==> src/hdl/bko_pkg.sv <==
`timescale 1ns / 1ps

package bko_pkg;

   localparam int NUM_DOTS  = 5;
   localparam int REG_W     = 24;
   localparam int COORD_W   = 12;
   localparam int CSR_IDX_W = 4;

   localparam logic [15:0] BOX_COLOUR = 16'hE007;

   localparam logic [NUM_DOTS-1:0][15:0] DOT_COLOUR = {
      16'hFF07,
      16'h1FF8,
      16'hE007,
      16'hE0FF,
      16'h00F8
   };

   typedef enum logic [CSR_IDX_W-1:0] {
      REG_OVERLAY_ENABLE    = 4'd0,
      REG_BOX_HORIZONTAL    = 4'd1,
      REG_BOX_VERTICAL      = 4'd2,
      REG_LEFT_EYE_POINT    = 4'd3,
      REG_RIGHT_EYE_POINT   = 4'd4,
      REG_NOSE_POINT        = 4'd5,
      REG_MOUTH_LEFT_POINT  = 4'd6,
      REG_MOUTH_RIGHT_POINT = 4'd7
   } bko_reg_type;

   typedef struct packed {
      logic                             enable;
      logic [REG_W-1:0]                 box_h;
      logic [REG_W-1:0]                 box_v;
      logic [NUM_DOTS-1:0][REG_W-1:0]   points;
   } bko_cfg_type;

endpackage

==> src/hdl/bko_if.sv <==
`timescale 1ns / 1ps

interface bko_req_if;
   logic        valid;
   logic        ready;
   logic [7:0]  pixel_x;
   logic [7:0]  pixel_y;
   logic [15:0] pixel_in;

   modport source (output valid, output pixel_x, output pixel_y, output pixel_in,
                   input ready);
   modport sink (input valid, input pixel_x, input pixel_y, input pixel_in,
                 output ready);
endinterface

interface bko_rsp_if;
   logic        valid;
   logic        ready;
   logic [15:0] pixel_out;

   modport source (output valid, output pixel_out, input ready);
   modport sink (input valid, input pixel_out, output ready);
endinterface

interface bko_csr_if;
   logic        valid;
   logic        ready;
   logic [3:0]  index;
   logic [23:0] data;

   modport source (output valid, output index, output data, input ready);
   modport sink (input valid, input index, input data, output ready);
endinterface

==> src/hdl/bbox_keypoint_overlay_core.sv <==
`timescale 1ns / 1ps

// channel   modport  moves                           accepted when
// req_bus   sink     pixel_x, pixel_y, pixel_in      valid && ready
// rsp_bus   source   pixel_out                       valid && ready
// csr_bus   sink     index, data                     valid && ready (ready tied high)
//
// one request per clock unless rsp_bus stalls; each request passes through the input register, then the result register
// input register feeds the box and dot logic, the result register holds the pixel
// a stalled rsp_bus fills the result register, then the input register, then drops ready
// synchronous reset clears the valid flags and all configuration registers

module bbox_keypoint_overlay_core
   import bko_pkg::*;
#(
   parameter int FRAME_WIDTH   = 240,
   parameter int FRAME_HEIGHT  = 240,
   parameter int BOX_THICKNESS = 2,
   parameter int DOT_RADIUS    = 3
) (
   input  logic     clock,
   input  logic     reset,
   bko_req_if.sink  req_bus,
   bko_rsp_if.source rsp_bus,
   bko_csr_if.sink  csr_bus
);

   bko_cfg_type cfg;

   logic        s1_valid_ff, s1_valid_in;
   logic [7:0]  s1_x_ff, s1_y_ff;
   logic [15:0] s1_pix_ff;
   logic        s2_valid_ff, s2_valid_in;
   logic [15:0] s2_pix_ff, s2_pix_in;
   logic        s1_adv;

   bko_csr u_csr (
      .clock (clock),
      .reset (reset),
      .csr   (csr_bus),
      .cfg   (cfg)
   );

   bko_compose #(
      .FRAME_WIDTH   (FRAME_WIDTH),
      .FRAME_HEIGHT  (FRAME_HEIGHT),
      .BOX_THICKNESS (BOX_THICKNESS),
      .DOT_RADIUS    (DOT_RADIUS)
   ) u_compose (
      .cfg       (cfg),
      .pixel_x   (s1_x_ff),
      .pixel_y   (s1_y_ff),
      .pixel_in  (s1_pix_ff),
      .pixel_out (s2_pix_in)
   );

   assign s1_adv        = s1_valid_ff && (!s2_valid_ff || rsp_bus.ready);
   assign req_bus.ready = !s1_valid_ff || s1_adv;
   assign s1_valid_in   = (req_bus.valid && req_bus.ready) || (s1_valid_ff && !s1_adv);
   assign s2_valid_in   = s1_adv || (s2_valid_ff && !rsp_bus.ready);

   assign rsp_bus.valid     = s2_valid_ff;
   assign rsp_bus.pixel_out = s2_pix_ff;

   always_ff @(posedge clock) begin
      if (reset) begin
         s1_valid_ff <= 1'b0;
         s2_valid_ff <= 1'b0;
      end else begin
         s1_valid_ff <= s1_valid_in;
         s2_valid_ff <= s2_valid_in;
      end
   end

   always_ff @(posedge clock) begin
      if (req_bus.valid && req_bus.ready) begin
         s1_x_ff   <= req_bus.pixel_x;
         s1_y_ff   <= req_bus.pixel_y;
         s1_pix_ff <= req_bus.pixel_in;
      end
      if (s1_adv) begin
         s2_pix_ff <= s2_pix_in;
      end
   end

   a_reset_empty: assert property (@(posedge clock)
      reset |=> !rsp_bus.valid && !s1_valid_ff)
      else $error("pipeline not empty after reset");

   a_hold_stage1: assert property (@(posedge clock) disable iff (reset)
      s1_valid_ff && !s1_adv |=> s1_valid_ff && $stable(s1_pix_ff) && $stable(s1_x_ff))
      else $error("input register changed while blocked");

   a_pass_disabled: assert property (@(posedge clock) disable iff (reset)
      s1_adv && !cfg.enable |=> rsp_bus.valid && rsp_bus.pixel_out == $past(s1_pix_ff))
      else $error("pixel altered with overlay disabled");

endmodule

==> src/hdl/bko_csr.sv <==
`timescale 1ns / 1ps

module bko_csr
   import bko_pkg::*;
(
   input  logic        clock,
   input  logic        reset,
   bko_csr_if.sink     csr,
   output bko_cfg_type cfg
);

   bko_cfg_type cfg_ff;
   bko_cfg_type cfg_in;

   assign csr.ready = 1'b1;
   assign cfg       = cfg_ff;

   always_comb begin
      cfg_in = cfg_ff;
      if (csr.valid) begin
         unique case (csr.index)
            REG_OVERLAY_ENABLE:    cfg_in.enable    = csr.data[0];
            REG_BOX_HORIZONTAL:    cfg_in.box_h     = csr.data;
            REG_BOX_VERTICAL:      cfg_in.box_v     = csr.data;
            REG_LEFT_EYE_POINT:    cfg_in.points[0] = csr.data;
            REG_RIGHT_EYE_POINT:   cfg_in.points[1] = csr.data;
            REG_NOSE_POINT:        cfg_in.points[2] = csr.data;
            REG_MOUTH_LEFT_POINT:  cfg_in.points[3] = csr.data;
            REG_MOUTH_RIGHT_POINT: cfg_in.points[4] = csr.data;
            default: ;
         endcase
      end
   end

   always_ff @(posedge clock) begin
      if (reset) begin
         cfg_ff <= '0;
      end else begin
         cfg_ff <= cfg_in;
      end
   end

endmodule

==> src/hdl/bko_compose.sv <==
`timescale 1ns / 1ps

module bko_compose
   import bko_pkg::*;
#(
   parameter int FRAME_WIDTH   = 240,
   parameter int FRAME_HEIGHT  = 240,
   parameter int BOX_THICKNESS = 2,
   parameter int DOT_RADIUS    = 3
) (
   input  bko_cfg_type cfg,
   input  logic [7:0]  pixel_x,
   input  logic [7:0]  pixel_y,
   input  logic [15:0] pixel_in,
   output logic [15:0] pixel_out
);

   localparam int BW  = COORD_W + 2;
   localparam int DW  = COORD_W + 1;
   localparam int RW  = (DOT_RADIUS < 2) ? 1 : $clog2(DOT_RADIUS + 1);
   localparam int SQW = 2 * RW + 1;
   localparam logic [SQW-1:0] R_SQ = SQW'(DOT_RADIUS * DOT_RADIUS);

   logic                 in_frame;
   logic signed [BW-1:0] xs, ys, x0, x1, y0, y1;
   logic signed [BW-1:0] d_left, d_right, d_top, d_bottom;
   logic                 in_cols, in_rows, edge_row, edge_col, box_hit;
   logic [NUM_DOTS-1:0]  dot_hit;

   assign in_frame = ({1'b0, pixel_x} < 9'(FRAME_WIDTH)) &&
                     ({1'b0, pixel_y} < 9'(FRAME_HEIGHT));

   assign xs = $signed({{(BW-8){1'b0}}, pixel_x});
   assign ys = $signed({{(BW-8){1'b0}}, pixel_y});
   assign x0 = $signed({{2{cfg.box_h[11]}}, cfg.box_h[11:0]});
   assign x1 = $signed({{2{cfg.box_h[23]}}, cfg.box_h[23:12]});
   assign y0 = $signed({{2{cfg.box_v[11]}}, cfg.box_v[11:0]});
   assign y1 = $signed({{2{cfg.box_v[23]}}, cfg.box_v[23:12]});

   assign d_left   = xs - x0;
   assign d_right  = x1 - BW'(1) - xs;
   assign d_top    = ys - y0;
   assign d_bottom = y1 - BW'(1) - ys;

   assign in_cols  = (xs >= x0) && (xs < x1);
   assign in_rows  = (ys >= y0) && (ys < y1);
   assign edge_row = (!d_top[BW-1] && (d_top < BW'(BOX_THICKNESS))) ||
                     (!d_bottom[BW-1] && (d_bottom < BW'(BOX_THICKNESS)));
   assign edge_col = (!d_left[BW-1] && (d_left < BW'(BOX_THICKNESS))) ||
                     (!d_right[BW-1] && (d_right < BW'(BOX_THICKNESS)));
   assign box_hit  = (in_cols && edge_row) || (in_rows && edge_col);

   for (genvar i = 0; i < NUM_DOTS; i++) begin : g_dot
      logic signed [DW-1:0] cx, cy, dx, dy;
      logic        [DW-1:0] adx, ady;
      logic        [RW-1:0] nx, ny;
      logic        [SQW-1:0] dist_sq;
      logic                  near;

      assign cx  = $signed({cfg.points[i][11], cfg.points[i][11:0]});
      assign cy  = $signed({cfg.points[i][23], cfg.points[i][23:12]});
      assign dx  = $signed({{(DW-8){1'b0}}, pixel_x}) - cx;
      assign dy  = $signed({{(DW-8){1'b0}}, pixel_y}) - cy;
      assign adx = dx[DW-1] ? DW'(-dx) : DW'(dx);
      assign ady = dy[DW-1] ? DW'(-dy) : DW'(dy);
      assign near = (adx <= DW'(DOT_RADIUS)) && (ady <= DW'(DOT_RADIUS));
      assign nx  = adx[RW-1:0];
      assign ny  = ady[RW-1:0];
      // squares stay narrow once both offsets are within the radius
      assign dist_sq = SQW'(nx * nx) + SQW'(ny * ny);
      assign dot_hit[i] = (cfg.points[i] != '0) && near && (dist_sq <= R_SQ);
   end

   always_comb begin
      pixel_out = pixel_in;
      if (cfg.enable && in_frame) begin
         if (box_hit) begin
            pixel_out = BOX_COLOUR;
         end
         // later dots win
         for (int i = 0; i < NUM_DOTS; i++) begin
            if (dot_hit[i]) begin
               pixel_out = DOT_COLOUR[i];
            end
         end
      end
   end

endmodule
==> src/flat_wrapper.sv <==
// flat-port wrapper written by rule: the top's interface ports become plain ports
module bbox_keypoint_overlay_core_flat import bko_pkg::*;
#(
   parameter int FRAME_WIDTH   = 240,
   parameter int FRAME_HEIGHT  = 240,
   parameter int BOX_THICKNESS = 2,
   parameter int DOT_RADIUS    = 3
)
  (clock, reset, req_bus_valid, req_bus_pixel_x, req_bus_pixel_y, req_bus_pixel_in, req_bus_ready, rsp_bus_valid, rsp_bus_pixel_out, rsp_bus_ready, csr_bus_valid, csr_bus_index, csr_bus_data, csr_bus_ready);
  bko_req_if req_bus_i ();
  bko_rsp_if rsp_bus_i ();
  bko_csr_if csr_bus_i ();
  input  logic clock;
  input  logic reset;
  input wire logic [$bits(req_bus_i.valid)-1:0] req_bus_valid;
  input wire logic [$bits(req_bus_i.pixel_x)-1:0] req_bus_pixel_x;
  input wire logic [$bits(req_bus_i.pixel_y)-1:0] req_bus_pixel_y;
  input wire logic [$bits(req_bus_i.pixel_in)-1:0] req_bus_pixel_in;
  output wire logic [$bits(req_bus_i.ready)-1:0] req_bus_ready;
  output wire logic [$bits(rsp_bus_i.valid)-1:0] rsp_bus_valid;
  output wire logic [$bits(rsp_bus_i.pixel_out)-1:0] rsp_bus_pixel_out;
  input wire logic [$bits(rsp_bus_i.ready)-1:0] rsp_bus_ready;
  input wire logic [$bits(csr_bus_i.valid)-1:0] csr_bus_valid;
  input wire logic [$bits(csr_bus_i.index)-1:0] csr_bus_index;
  input wire logic [$bits(csr_bus_i.data)-1:0] csr_bus_data;
  output wire logic [$bits(csr_bus_i.ready)-1:0] csr_bus_ready;
  assign req_bus_i.valid = req_bus_valid;
  assign req_bus_i.pixel_x = req_bus_pixel_x;
  assign req_bus_i.pixel_y = req_bus_pixel_y;
  assign req_bus_i.pixel_in = req_bus_pixel_in;
  assign req_bus_ready = req_bus_i.ready;
  assign rsp_bus_valid = rsp_bus_i.valid;
  assign rsp_bus_pixel_out = rsp_bus_i.pixel_out;
  assign rsp_bus_i.ready = rsp_bus_ready;
  assign csr_bus_i.valid = csr_bus_valid;
  assign csr_bus_i.index = csr_bus_index;
  assign csr_bus_i.data = csr_bus_data;
  assign csr_bus_ready = csr_bus_i.ready;
  bbox_keypoint_overlay_core #(.FRAME_WIDTH(FRAME_WIDTH), .FRAME_HEIGHT(FRAME_HEIGHT), .BOX_THICKNESS(BOX_THICKNESS), .DOT_RADIUS(DOT_RADIUS)) u_core (.clock(clock), .reset(reset), .req_bus(req_bus_i), .rsp_bus(rsp_bus_i), .csr_bus(csr_bus_i));
endmodule
==> config.mk <==
export PLATFORM = sky130hd
export DESIGN_NAME = bbox_keypoint_overlay_core_flat
export DESIGN_NICKNAME = d
export VERILOG_FILES = /design/src/hdl/bko_pkg.sv /design/src/hdl/bko_if.sv /design/src/hdl/bbox_keypoint_overlay_core.sv /design/src/hdl/bko_csr.sv /design/src/hdl/bko_compose.sv /design/src/flat_wrapper.sv
export SDC_FILE = /design/constraint.sdc
export NUM_CORES = 1
export LEC_CHECK = 0
export BUFFER_PORTS_ARGS = -buffer_cell sky130_fd_sc_hd__buf_2
export CAP_MARGIN = 20
export CORE_MARGIN = 5
export CORE_UTILIZATION = 30
export DETAILED_ROUTE_END_ITERATION = 16
export PLACE_DENSITY = 0.44
export SYNTH_ARGS = -nofsm -noshare
export SYNTH_HDL_FRONTEND = slang
export SYNTH_SLANG_ARGS = --single-unit
export TNS_END_PERCENT = 1
==> constraint.sdc <==
create_clock -name clock -period 18.25 [get_ports clock]
set_clock_uncertainty 0.05 [all_clocks]
set_input_delay 0.9125 -clock clock [delete_from_list [all_inputs] [get_ports clock]]
set_output_delay 0.9125 -clock clock [all_outputs]
set_load 0.05 [all_outputs]
; Word-level counts from Yosys, hierarchy flattened
; Index checks and enable logic that the tools add are counted.
[totals]
elab_cells = 162
output_inout_bits = 19
reg_bits = 219
[op_classes]
reduce_logical = 58
order_cmp = 25
n_mul = 10
mux = 17
eq_ne = 7
addsub = 31
[ops]
columns = op, n
row1 = subtractor 9 x 12 -> 13 bit, 12
row2 = less-or-equal comparator 13 x 2 -> 1 bit (second input constant), 10
row3 = two-way mux 13 bit, 10
row4 = negation 13 bit, 10
row5 = nonzero test 24 bit, 5
row6 = two-way mux 16 bit, 7
row7 = multiplier 2 x 2 -> 4 bit, 10
row8 = logical AND 1 bit, 29
row9 = less-than comparator 14 x 3 -> 1 bit (second input constant), 2
row10 = subtractor 13 x 9 -> 14 bit, 2
row11 = less-than comparator 13 x 3 -> 1 bit (second input constant), 2
row12 = subtractor 12 x 2 -> 13 bit (second input constant), 2
row13 = adder 4 x 4 -> 5 bit, 5
row14 = less-or-equal comparator 5 x 4 -> 1 bit (second input constant), 5
row15 = greater-or-equal comparator 9 x 12 -> 1 bit, 2
row16 = less-than comparator 9 x 12 -> 1 bit, 2
row17 = equality test 4 x 3 -> 1 bit (second input constant), 4
row18 = less-than comparator 8 bit (second input constant), 2
row19 = AND reduction 2 bit, 8
row20 = equality test 4 x 2 -> 1 bit (second input constant), 2
row21 = logical NOT 1 bit, 8
row22 = logical OR 1 bit, 7
row23 = equality test 4 x 1 -> 1 bit (second input constant), 1
row24 = logical NOT 4 bit, 1

; Logic depth before layout (Yosys ltp)
; Gate-level depths: netlist of the first run.
[depth]
word_depth = 14
mapped_depth = 24

; Modules after synthesis
; From an unflattened synthesis of the first run, not the netlist that was laid out.
[hier_totals]
cells_unflattened = 2292
hier_area_um2 = 19621.3
[by_module_without_submodules]
columns = module, cells_each, area_each_um2, n_inst
row1 = bko_compose, 1649, 11463.5, 1
row2 = bko_csr, 585, 6612.6, 1
row3 = bbox_keypoint_overlay_core, 58, 1545.2, 1

; Worst setup path after synthesis of the first run
; No wires, ideal clock.
[synth_timing]
kind = register to register
start = reg u_core.s1_y_ff[1]
end = reg u_core.s2_pix_ff[0], in the netlist u_core.rsp_bus.pixel_out[0] (data pin)
path_stages_with_launch = 23
arrival_ns = 5.437
t_required_ns = 17.924
period_less_slack_ns = 5.763
setup_ns = 0.276
path_slack_ns = 12.487
path_cell_list = edfxtp_1 -> inv_1 -> fa_1 -> and2b_1 -> o21ai_1 -> a22o_1 -> buf_4 -> o21bai_1 -> a21oi_1 -> and2_1 -> fa_1 -> ha_1 -> inv_1 -> fa_1 -> o211a_1 -> o31ai_1 -> a221oi_1 -> o2111ai_1 -> a2111o_1 -> nor4_2 -> nand4_1 -> o21ai_2 -> o2111ai_1
[synth_between]
elab_chain_cells = 13
word_cells_on_any_way = 75
classes_between = add/sub: 17 / mul: 5 / order compare: 15 / mux: 12 / reduce/logical: 26
[synth_lines]
columns = item, line_no
row1 = "start, declared", bbox_keypoint_overlay_core.sv:31  ; logic [7:0] s1_x_ff, s1_y_ff;
row2 = "start signal, assigned", bbox_keypoint_overlay_core.sv:78  ; s1_y_ff <= req_bus.pixel_y;
row3 = subtractor 9 x 12 -> 13 bit (tied with other cells), bko_compose.sv:63  ; assign dy = $signed({{(DW-8){1'b0}}, pixel_y}) - cy;
row4 = negation 13 bit (tied with other cells), bko_compose.sv:65  ; assign ady = dy[DW-1] ? DW'(-dy) : DW'(dy);
row5 = two-way mux 13 bit (tied with other cells), bko_compose.sv:65
row6 = multiplier 2 x 2 -> 4 bit (tied with other cells), bko_compose.sv:70  ; assign dist_sq = SQW'(nx * nx) + SQW'(ny * ny);
row7 = adder 4 x 4 -> 5 bit (tied with other cells), bko_compose.sv:70
row8 = less-or-equal comparator 5 x 4 -> 1 bit (tied with other cells), bko_compose.sv:71  ; assign dot_hit[i] = (cfg.points[i] != '0) && near && (dist_sq <= R_SQ);
row9 = logical AND 1 bit or two-way mux 16 bit (tied branches), "bko_compose.sv:71, bko_compose.sv:77"
row10 = two-way mux 16 bit (5 in series), bko_compose.sv:82  ; if (dot_hit[i]) begin
row11 = two-way mux 16 bit (*), bko_compose.sv:76  ; if (cfg.enable && in_frame) begin
row12 = named net u_core.s2_pix_in[0], bbox_keypoint_overlay_core.sv:34  ; logic [15:0] s2_pix_ff, s2_pix_in;
row13 = "end signal, assigned", bbox_keypoint_overlay_core.sv:82  ; s2_pix_ff <= s2_pix_in;
row14 = "end, declared", bbox_keypoint_overlay_core.sv:34
; The timed path passes the listed nets; every way through them passes the cells marked *.
; A chain may end at the register's enable or synchronous reset.

; Worst setup path after layout of the first run
[layout_timing]
start = reg u_core.s1_y_ff[1]
end = reg u_core.s2_pix_ff[2], in the netlist u_core.rsp_bus.pixel_out[2] (data pin)
; The elaborated chain is that of the path after synthesis.

==> results of run 1 <==
==> worst min path at each step <==
stage / endpoint / slack (ns)
6_report: u_core.u_csr.cfg[125]$_SDFFE_PP0P_ / 0.40
5_1_grt: u_core.u_csr.cfg[125]$_SDFFE_PP0P_ / 0.42
4_1_cts: u_core.u_csr.cfg[125]$_SDFFE_PP0P_ / 0.41
3_5_place_dp: u_core.u_csr.cfg[132]$_SDFFE_PP0P_ / 0.40
3_3_place_gp: u_core.u_csr.cfg[132]$_SDFFE_PP0P_ / 0.39
2_1_floorplan: u_core.u_csr.cfg[132]$_SDFFE_PP0P_ / 0.38
==> sequential cells by signal (all words and copies together), names as in the netlist <==
signal / count
u_core.s1_x_ff: 8
u_core.u_csr.cfg: 169
u_core.s1_valid_ff: 1
u_core.rsp_bus.valid: 1
u_core.rsp_bus.pixel_out: 16
u_core.s1_pix_ff: 16
u_core.s1_y_ff: 8
==> critical path, stage by stage (launching register included) <==
cell and delay, ns:
edfxtp_1 0.72, inv_1 0.49, fa_1 0.61, and2b_1 0.27
o21ai_1 0.16, a22o_1 0.36, o21bai_1 0.54, a21oi_1 0.25
and2_1 0.25, fa_1 0.51, ha_1 0.13, inv_1 0.05
fa_1 0.49, o211a_1 0.15, o31ai_1 0.06, a221oi_1 0.22
o2111ai_1 0.14, a2111o_1 0.39, nor4_2 0.27, nand4_1 0.30
o21ai_2 0.24, o2111ai_1 0.15
==> layer usage <==
metal | vias up | part of all wire [%] | global-route usage (%)
li1 | 9098 | - | -
met1 | 8770 | 46 | 28.1
met2 | 467 | 46 | 33.2
met3 | 93 | 4.3 | 1.48
met4 | 4 | 2.9 | 5.21
met5 | - | 0.054 | 0
==> cell families (layout without fill, tap and decap cells) <==
| logic type | after synthesis | count (layout) | share of synthesized area (%) |
|---|---|---|---|
| other cells | 1 | 1 | 0.0197 |
| fa+ha+maj | 176 | 176 | 12.5 |
| compound gates | 749 | 749 | 26.4 |
| flops | 219 | 219 | 25.5 |
| buf+inv | 307 | 364 | 6.36 |
| xor+xnor | 80 | 80 | 3.75 |
| mux | 18 | 18 | 1.01 |
| simple gates | 959 | 959 | 24.5 |
==> per-stage QoR <==
stage	instance area [um^2]	std cells
floorplan	19100	2509
global placement	20300	3357
detailed placement	20300	3357
CTS	21200	3409
global route	21300	3412
finish	21300	3412
==> area by class of cell <==
type	count	area, um^2	share of cell area [%]
multi-input combinational	1983	13000	61.2
sequential	219	4860	22.9
tap	846	1060	4.98
clock buffer	38	813	3.83
inverter	213	800	3.76
timing repair buffer	99	563	2.65
clock inverter	14	140	0.659
==> synth_stat cells, types with 15 or more instances <==
cell type  instances
xor2_1            33
edfxtp_1          48
inv_1            212
nor2b_1           24
a21o_1            26
o21ai_0           91
o21a_1            28
nor3_1            47
nand2b_1          25
nor2_1           142
dfxtp_1          171
o211ai_1          28
xnor2_1           45
o2111ai_1         18
and2_1            21
o31ai_1           15
nand3_1           44
nand4_1           26
a31oi_1           23
fa_1              24
nand2_1          450
nor4_1            37
or3_1             17
a211oi_1          26
clkbuf_1          73
and3_1            15
o21ai_1           17
ha_1             152
a21oi_1          280
==> power by group <==
group	internal [mW]	switching [mW]
Sequential	0.507	0.0132
Clock	0.341	0.235
Combinational	0.139	0.246
==> results.py, run 1 <==
metrics = {
    "cts": {
        "clkLatencyLatePin_ns": 0.56,
        "path_clk_slew_ns": 0.06,
        "clock_path_buffers": 3,
        "ctsHtreeMaxLevel": 1,
        "cts_inserted_buffers": 28,
        "root_buffer": "clkbuf_16",
        "post_cts_resized": 0,
        "cts_hold_buf": 0,
        "numClockSinks": 219,
        "cts_setup_buffers": 0,
        "cts_tree": "done",
    },
    "sta": {
        "relSlewSlack_pct": 25.0,
        "slew_violations": 0,
        "tightest_slew_ns": 1.12,
        "setup_ws_ns": 11.17,
        "min_period_over_period_pct": 38.8,
        "final-hold-violation-count": 0,
        "finalSetupViolCount": 0,
        "tns_ns": 0,
        "max_freq_ghz": 0.141,
        "period_needed_ns": 7.08,
        "whs_ns": 0.403,
        "rsz0062_at_grt": "false",
    },
    "pwr": {
        "power.leakage_nw": 7.74,
        "finalPower_mw": 1.48,
        "powerDensity_nw_per_um2": 69.7,
        "ir_drop_uv": 66.5,
    },
    "die": {
        "io_pins": 84,
        "coreArea_um2": 63100,
        "die_y_um": 262,
        "start_util_pct": 30.2,
        "row_count": 92,
        "die_w_um": 262,
        "dieArea_um2": 68700,
    },
    "drt": {
        "routedWlPerCell_um": 20.7,
        "vias_per_cell": 5.40,
        "wirelength_mm": 70.8,
        "remaining_drc_errors": 0,
        "vias": 18400,
        "drt_iter0_markers": 1306,
        "dr.pass1.iters": 5,
        "postRouteAntennaNets": 0,
    },
    "min_path": {
        "hp-start": "u_core.u_csr.cfg[125]$_SDFFE_PP0P_",
        "hp-class": "flip-flop to flip-flop",
        "hold_depth": 2,
    },
    "layout": {
        "fillers": 6778,
        "final_common_cell": "nand2_1",
        "final_nets": 2785,
        "layout_common_cells": "nand2_1, a21oi_1, inv_1",
        "syn2layout_area_growth_pct": 11.4,
        "antenna_cells": 0,
        "drive_above_1_share_pct": 9.55,
        "fin_util_pct": 33.7,
    },
    "yosys": {
        "synth_top_area_share_pct": 17.9,
        "ys_warn_count": 0,
        "synth_nets": 2750,
        "synthArstFlopShare_pct": 0,
        "ys_ff_latch": 219,
        "synth_cell_types": 135,
        "synth_area_leaders": "dfxtp_1, ha_1, nand2_1",
        "postSynthAreaPerCell_um2": 7.60,
        "syn-instance-count": 2509,
        "synth_edf_count": 48,
        "yosysSeqAreaShare_pct": 25.5,
        "synth_area_um2": 19100,
        "synth_area_leader_cell": "dfxtp_1",
        "synth-main-ff-cell": "dfxtp_1",
    },
    "grt": {
        "antenna_found_initial": 5,
        "grt-ovfl-total": 0,
        "grt_start_max_net_pins": 95,
        "grt_pass1_vias": 17600,
        "groute.usage.overall_pct": 19.9,
        "grt_pass1_wl_mm": 107,
    },
    "setup_path": {
        "worstSetupStartpointType": "flip-flop",
        "critPathCapture": "u_core.rsp_bus.pixel_out[2]$_DFFE_PP_",
        "r2r_setup_slack_ns": 11.17,
        "path_class": "flip-flop to flip-flop",
        "cp_data_required_time_ns": 18.49,
        "r2r-end": "u_core.rsp_bus.pixel_out[2]$_DFFE_PP_",
        "crit_fanout": 9,
        "r2r-start": "u_core.s1_y_ff[1]$_DFFE_PP_",
        "end_kind": "flip-flop",
        "arrival_ns": 7.32,
        "rr_worst_depth": 21,
        "crit_start": "u_core.s1_y_ff[1]$_DFFE_PP_",
    },
    "place": {
        "post-place-ws_ns": 11.17,
        "routabilityCongestion": 0.868,
        "io_buffers": 82,
        "place_hpwl_mm": 52.2,
    },
    "run": {
        "maxCapViolCount": 0,
    },
    "status": {
        "outcome": "complete, no violations",
    },
}
No activity file was read; power rests on OpenSTA's default activity.
==> inputs of run 2 (changes only) <==
PLACE_DENSITY = 0.45   (was 0.44)
clock period = 6.4 ns   (was 18.25 ns; I/O delays follow)
==> run 2 against run 1 <==
Against the previous run: sequential power increased to 2.8 times the previous value; register-to-register slack got worse by 11 ns; highest routed layer unchanged; global-route usage decreased by 0.071 points; maximum frequency increased by 17%.
==> results.py, run 2 (same netlist as run 1, synthesis figures left out) <==
metrics = {
    "status": {
        "outcome": "complete, no violations",
    },
    "layout": {
        "multi_input_area_um2": 13100,
        "regArea_um2": 4860,
        "fillers": 6840,
        "final_common_cell": "nand2_1",
        "syn2layout_area_growth_pct": 15.3,
        "antenna_cells": 0,
        "layout_common_cells": "nand2_1, a21oi_1, inv_1",
        "largest_reg_flops": 169,
        "stdcell_area_um2": 22000,
        "drive_above_1_share_pct": 10.8,
        "final_nets": 2850,
    },
    "die": {
        "die_y_um": 262,
        "io_pins": 84,
        "start_util_pct": 30.2,
        "die_w_um": 262,
        "dieArea_um2": 68700,
        "coreArea_um2": 63100,
        "row_count": 92,
    },
    "grt": {
        "antenna_found_initial": 5,
        "grt_pass1_wl_mm": 106,
        "grt-ovfl-total": 0,
        "groute.usage.overall_pct": 19.9,
        "grt_start_max_net_pins": 88,
        "grt_pass1_vias": 17700,
    },
    "pwr": {
        "ir_drop_uv": 200,
        "power.leakage_nw": 8.09,
        "powerDensity_nw_per_um2": 196,
    },
    "cts": {
        "root_buffer": "clkbuf_16",
        "clkLatencyLatePin_ns": 0.57,
        "ctsHtreeMaxLevel": 1,
        "numClockSinks": 219,
        "cts_tree": "done",
        "clock_path_buffers": 3,
        "cts_inserted_buffers": 28,
        "path_clk_slew_ns": 0.07,
    },
    "drt": {
        "dr.pass1.iters": 6,
        "vias_per_cell": 5.40,
        "routedWlPerCell_um": 20.4,
        "vias": 18800,
        "wirelength_mm": 70.8,
        "remaining_drc_errors": 0,
        "postRouteAntennaNets": 0,
        "drt_iter0_markers": 1379,
    },
    "sta": {
        "max_freq_ghz": 0.165,
        "slew_violations": 0,
        "tightest_slew_ns": 1.08,
        "whs_ns": 0.120,
        "relSlewSlack_pct": 27.8,
        "min_period_over_period_pct": 94.9,
        "period_needed_ns": 6.07,
        "final-hold-violation-count": 0,
        "finalSetupViolCount": 0,
    },
    "setup_path": {
        "end_kind": "flip-flop",
        "r2r-start": "u_core.s1_y_ff[0]$_DFFE_PP_",
        "path_class": "flip-flop to flip-flop",
        "rr_worst_depth": 25,
        "cp_data_required_time_ns": 6.74,
        "worstSetupStartpointType": "flip-flop",
        "arrival_ns": 6.41,
        "r2r-end": "u_core.rsp_bus.pixel_out[5]$_DFFE_PP_",
        "r2r_setup_slack_ns": 0.33,
        "crit_fanout": 5,
    },
    "min_path": {
        "whs_endpoint": "u_core.u_csr.cfg[111]$_SDFFE_PP0P_",
        "hp-start": "csr_bus_data[15]",
        "hp-class": "primary input to flip-flop",
        "hold_depth": 3,
    },
    "place": {
        "place_hpwl_mm": 52.2,
        "routabilityCongestion": 0.884,
        "io_buffers": 82,
        "dpl_cell_area_um2": 20400,
    },
    "run": {
        "maxCapViolCount": 0,
    },
}
## run 2: cell types whose count changed in the layout (fill, tap and decap cells not counted), sizes merged
| cell | before | now |
|---|---|---|
| bufinv | 2 | 3 |
| clkinvlp | 1 | 2 |
| inv | 215 | 212 |
| buf | 99 | 128 |
| clkbuf | 38 | 41 |
| dlygate4sd3 | 0 | 34 |
## run 2: how the worst max path moves through the flow
stage                                           start                                     to  slack [ns]
after CTS                 u_core.s1_x_ff[0]$_DFFE_PP_  u_core.rsp_bus.pixel_out[5]$_DFFE_PP_        0.11
after floorplan           u_core.s1_y_ff[1]$_DFFE_PP_  u_core.rsp_bus.pixel_out[0]$_DFFE_PP_        0.64
after global routing      u_core.s1_y_ff[0]$_DFFE_PP_  u_core.rsp_bus.pixel_out[5]$_DFFE_PP_       -0.01
after detailed placement  u_core.s1_y_ff[0]$_DFFE_PP_  u_core.rsp_bus.pixel_out[3]$_DFFE_PP_       -0.05
after global placement    u_core.s1_y_ff[0]$_DFFE_PP_  u_core.rsp_bus.pixel_out[4]$_DFFE_PP_        0.23
final                     u_core.s1_y_ff[0]$_DFFE_PP_  u_core.rsp_bus.pixel_out[5]$_DFFE_PP_        0.33
## run 2: cell type report
type / count / area share (%)
Tap cell: 846 / 4.81
Clock inverter: 13 / 0.677
Timing Repair Buffer: 164 / 5.55
Inverter: 213 / 3.67
Multi-Input combinational cell: 1983 / 59.4
Sequential cell: 219 / 22.1
Clock buffer: 39 / 3.81
## run 2: worst max-delay path, stage by stage (launching register included)
cell and delay [ns]:
edfxtp_1 0.39, clkinvlp_4 0.18, buf_12 0.18, ha_1 0.21
fa_1 0.41, nand2b_2 0.24, a21oi_2 0.23, o22ai_4 0.11
o31ai_1 0.21, buf_4 0.18, nor2_1 0.05, a21oi_2 0.18
and2_1 0.20, fa_1 0.44, ha_1 0.21, fa_1 0.45
a21oi_1 0.14, o221ai_1 0.12, a21oi_1 0.14, o211a_1 0.16
o2111ai_1 0.21, nor4bb_2 0.44, a32oi_1 0.17, buf_4 0.21
o21a_1 0.22, o21ai_1 0.17
## run 2: layer usage
metal / vias to the layer above / share of wire, % / global-route usage, %
met3: 94 / 5.3 / 3.27
li1: 9242 / - / -
met1: 8988 / 45 / 26.7
met4: 4 / 3.3 / 5.81
met5: - / 0.030 / 0
met2: 457 / 46 / 32.9
## run 2: metrics by stage
step           std cells  power (mW)  util (%)  TNS, ns  setup WS [ns]
3_5_place_dp        3381        2.62      32.4   -0.193        -0.0466
2_1_floorplan       2509        2.27         -        0          0.637
4_1_cts             3467        4.34      34.5        0          0.108
5_1_grt             3477        4.54      34.9  -0.0214        -0.0135
3_3_place_gp        3380        2.60      32.4        0          0.234
6_report            3477        4.32      34.9        0          0.328
## run 2: power breakdown
| part | leakage, nW | internal (mW) | switching (mW) |
|---|---|---|---|
| Clock | 0.496 | 1.03 | 0.657 |
| Combinational | 5.75 | 0.429 | 0.717 |
| Sequential | 1.84 | 1.45 | 0.0387 |
## run 2: repair_timing
item                                   CTS  global route
hold buffers                            34             0
setup endpoints to repair               11            16
resized for setup                        2             9
endpoints found under the hold margin   34             0
buffers inserted                         0             6
pin swaps                                0             3
==> inputs of run 3 (changes only) <==
HOLD_SLACK_MARGIN = 0.12   (was unset)
SKIP_LAST_GASP = 1   (was unset)
==> run 3 against run 2 <==
Against the previous run: first-iteration DRC count increased by 3.7%; register-to-register slack about the same; non-clock buffer count increased by 5; critical path depth decreased by 1; cell area increased by 0.23%; critical path type unchanged; largest cell class unchanged; largest power group unchanged.
==> results.py, run 3 (same netlist as run 1, synthesis figures left out) <==
metrics = {
    "grt": {
        "grt_start_max_net_pins": 88,
        "grt_pass1_vias": 17700,
        "grt-ovfl-total": 0,
        "grt.met1_usage_pct": 26.7,
        "use_met3_pct": 3.26,
        "busiest_layer": "met2",
        "met2_usage_pct": 33.0,
        "grt_pass1_wl_mm": 106,
        "groute.usage.overall_pct": 19.9,
        "antenna_found_initial": 5,
    },
    "place": {
        "dpl_cell_area_um2": 20400,
        "io_buffers": 82,
        "place_hpwl_mm": 52.2,
        "routabilityCongestion": 0.884,
    },
    "drt": {
        "remaining_drc_errors": 0,
        "routedWlPerCell_um": 20.3,
        "vias_per_cell": 5.40,
        "wirelength_mm": 70.8,
        "drt_iter0_markers": 1430,
        "postRouteAntennaNets": 0,
        "dr.pass1.iters": 5,
        "vias": 18800,
    },
    "layout": {
        "drive_above_1_share_pct": 10.8,
        "final_nets": 2855,
        "syn2layout_area_growth_pct": 15.6,
        "fillers": 6833,
        "antenna_cells": 0,
        "stdcell_area_um2": 22100,
        "final_common_cell": "nand2_1",
        "fin_util_pct": 35.0,
        "largest_reg_flops": 169,
        "layout_common_cells": "nand2_1, a21oi_1, inv_1",
    },
    "min_path": {
        "hp-class": "primary input to flip-flop",
    },
    "setup_path": {
        "worstSetupStartpointType": "flip-flop",
        "slowest_stage": "fa_1",
        "cpMostUsedCell": "fa_1",
        "arrival_ns": 6.31,
        "end_kind": "flip-flop",
        "path_class": "flip-flop to flip-flop",
        "crit_path_max_incr_delay_ns": 0.44,
        "path_cells": "clkinvlp_4 -> buf_12 -> ha_1 -> fa_1 -> nand2b_1 -> a211oi_2 -> nand2b_1 -> a31o_2 -> nor2_1 -> a21oi_1 -> and2_1 -> fa_1 -> ha_1 -> inv_1 -> fa_1 -> o221a_2 -> o221ai_1 -> a31oi_1 -> nand4_1 -> and4bb_1 -> o211ai_1 -> a2bb2o_4 -> o211ai_4 -> o2111ai_1",
        "crit_fanout": 8,
        "cp_data_required_time_ns": 6.62,
    },
    "die": {
        "io_pins": 84,
        "start_util_pct": 30.2,
        "row_count": 92,
        "dieArea_um2": 68700,
        "die_w_um": 262,
        "die_y_um": 262,
        "coreArea_um2": 63100,
    },
    "sta": {
        "slew_violations": 0,
        "finalSetupViolCount": 0,
        "max_freq_ghz": 0.164,
        "relSlewSlack_pct": 27.6,
        "final-hold-violation-count": 0,
        "min_period_over_period_pct": 95.0,
        "tightest_slew_ns": 1.09,
        "period_needed_ns": 6.08,
        "tns_ns": 0,
    },
    "cts": {
        "root_buffer": "clkbuf_16",
        "clkLatencyLatePin_ns": 0.57,
        "path_clk_slew_ns": 0.06,
        "clock_path_buffers": 3,
        "numClockSinks": 219,
        "cts_tree": "done",
        "ctsHtreeMaxLevel": 1,
        "cts_inserted_buffers": 28,
    },
    "pwr": {
        "power_switching_mw": 1.41,
        "ir_drop_uv": 201,
        "seqPwrFrac_pct": 34.3,
        "clkPwrFrac_pct": 39.1,
        "p_sw_share_pct": 32.7,
        "combPwrFrac_pct": 26.5,
        "p_int_mw": 2.91,
        "finalPower_mw": 4.32,
        "power.leakage_nw": 8.11,
        "powerDensity_nw_per_um2": 196,
    },
    "run": {
        "maxCapViolCount": 0,
    },
    "status": {
        "outcome": "complete, no violations",
    },
}
[run 3: cell types whose count changed in the layout (fill, tap and decap cells not counted), sizes merged]
| cell | delta |
|---|---|
| dlygate4sd3 | +5 |
[run 3: layer usage]
layer  wire (um)  vias up
li1            -     9244
met1       32100     9033
met2       32900      448
met3        3520       90
met4        2270        4
met5          22        -
[run 3: final timing paths]
kind                                      start                                      to  slack [ns]  cells past startpoint
max                 u_core.s1_y_ff[0]$_DFFE_PP_  u_core.rsp_bus.pixel_out[15]$_DFFE_PP_        0.32                     24
min                             csr_bus_data[0]      u_core.u_csr.cfg[144]$_SDFFE_PP0P_        0.14                      3
max reg2reg         u_core.s1_y_ff[0]$_DFFE_PP_  u_core.rsp_bus.pixel_out[15]$_DFFE_PP_        0.32                     24
min reg2reg  u_core.u_csr.cfg[100]$_SDFFE_PP0P_      u_core.u_csr.cfg[100]$_SDFFE_PP0P_        0.40                      2
[run 3: worst max-delay path: cells and delay by family (launching register included)]
| family | cells | cell delay (ns) |
|---|---|---|
| flip-flops | 1 | 0.39 |
| AO/OA/AOI/OAI | 10 | 2.20 |
| AND/OR/NAND/NOR | 6 | 1.04 |
| adder cells (fa/ha/maj) | 5 | 1.67 |
| buffers and inverters | 3 | 0.43 |
[run 3: per-stage QoR]
step | setup slack [ns] | hold WS [ns] | cells
after floorplan | 0.637 | 0.369 | 2509
after detailed placement | -0.0466 | 0.398 | 3381
after global routing | -0.0135 | 0.129 | 3482
after global placement | 0.234 | 0.393 | 3380
final | 0.318 | 0.141 | 3482
after CTS | 0.108 | 0.123 | 3472
[run 3: what timing repair did]
item,in CTS,in global routing
hold endpoints to repair,53,0
pin swaps,0,3
gates resized for setup,2,9
buffers inserted,0,6
hold buffers,39,0
endpoints found under the setup margin,11,16
[run 3: area by class of cell]
type | count | area [um^2] | share of cell area (%)
clock buffer | 39 | 838 | 3.80
clock inverter | 13 | 149 | 0.675
inverter | 213 | 807 | 3.66
multi-input combinational | 1983 | 13100 | 59.2
sequential | 219 | 4860 | 22.1
tap | 846 | 1060 | 4.80
timing repair buffer | 169 | 1270 | 5.76
[run 3: power by group through the flow]
stage	Sequential [mW]	Clock, mW	Combinational [mW]
4_1_cts	1.48	1.73	1.13
2_1_floorplan	1.51	0	0.761
6_report	1.48	1.69	1.15
3_3_place_gp	1.51	0	1.09
3_5_place_dp	1.51	0	1.11
5_1_grt	1.49	1.79	1.27
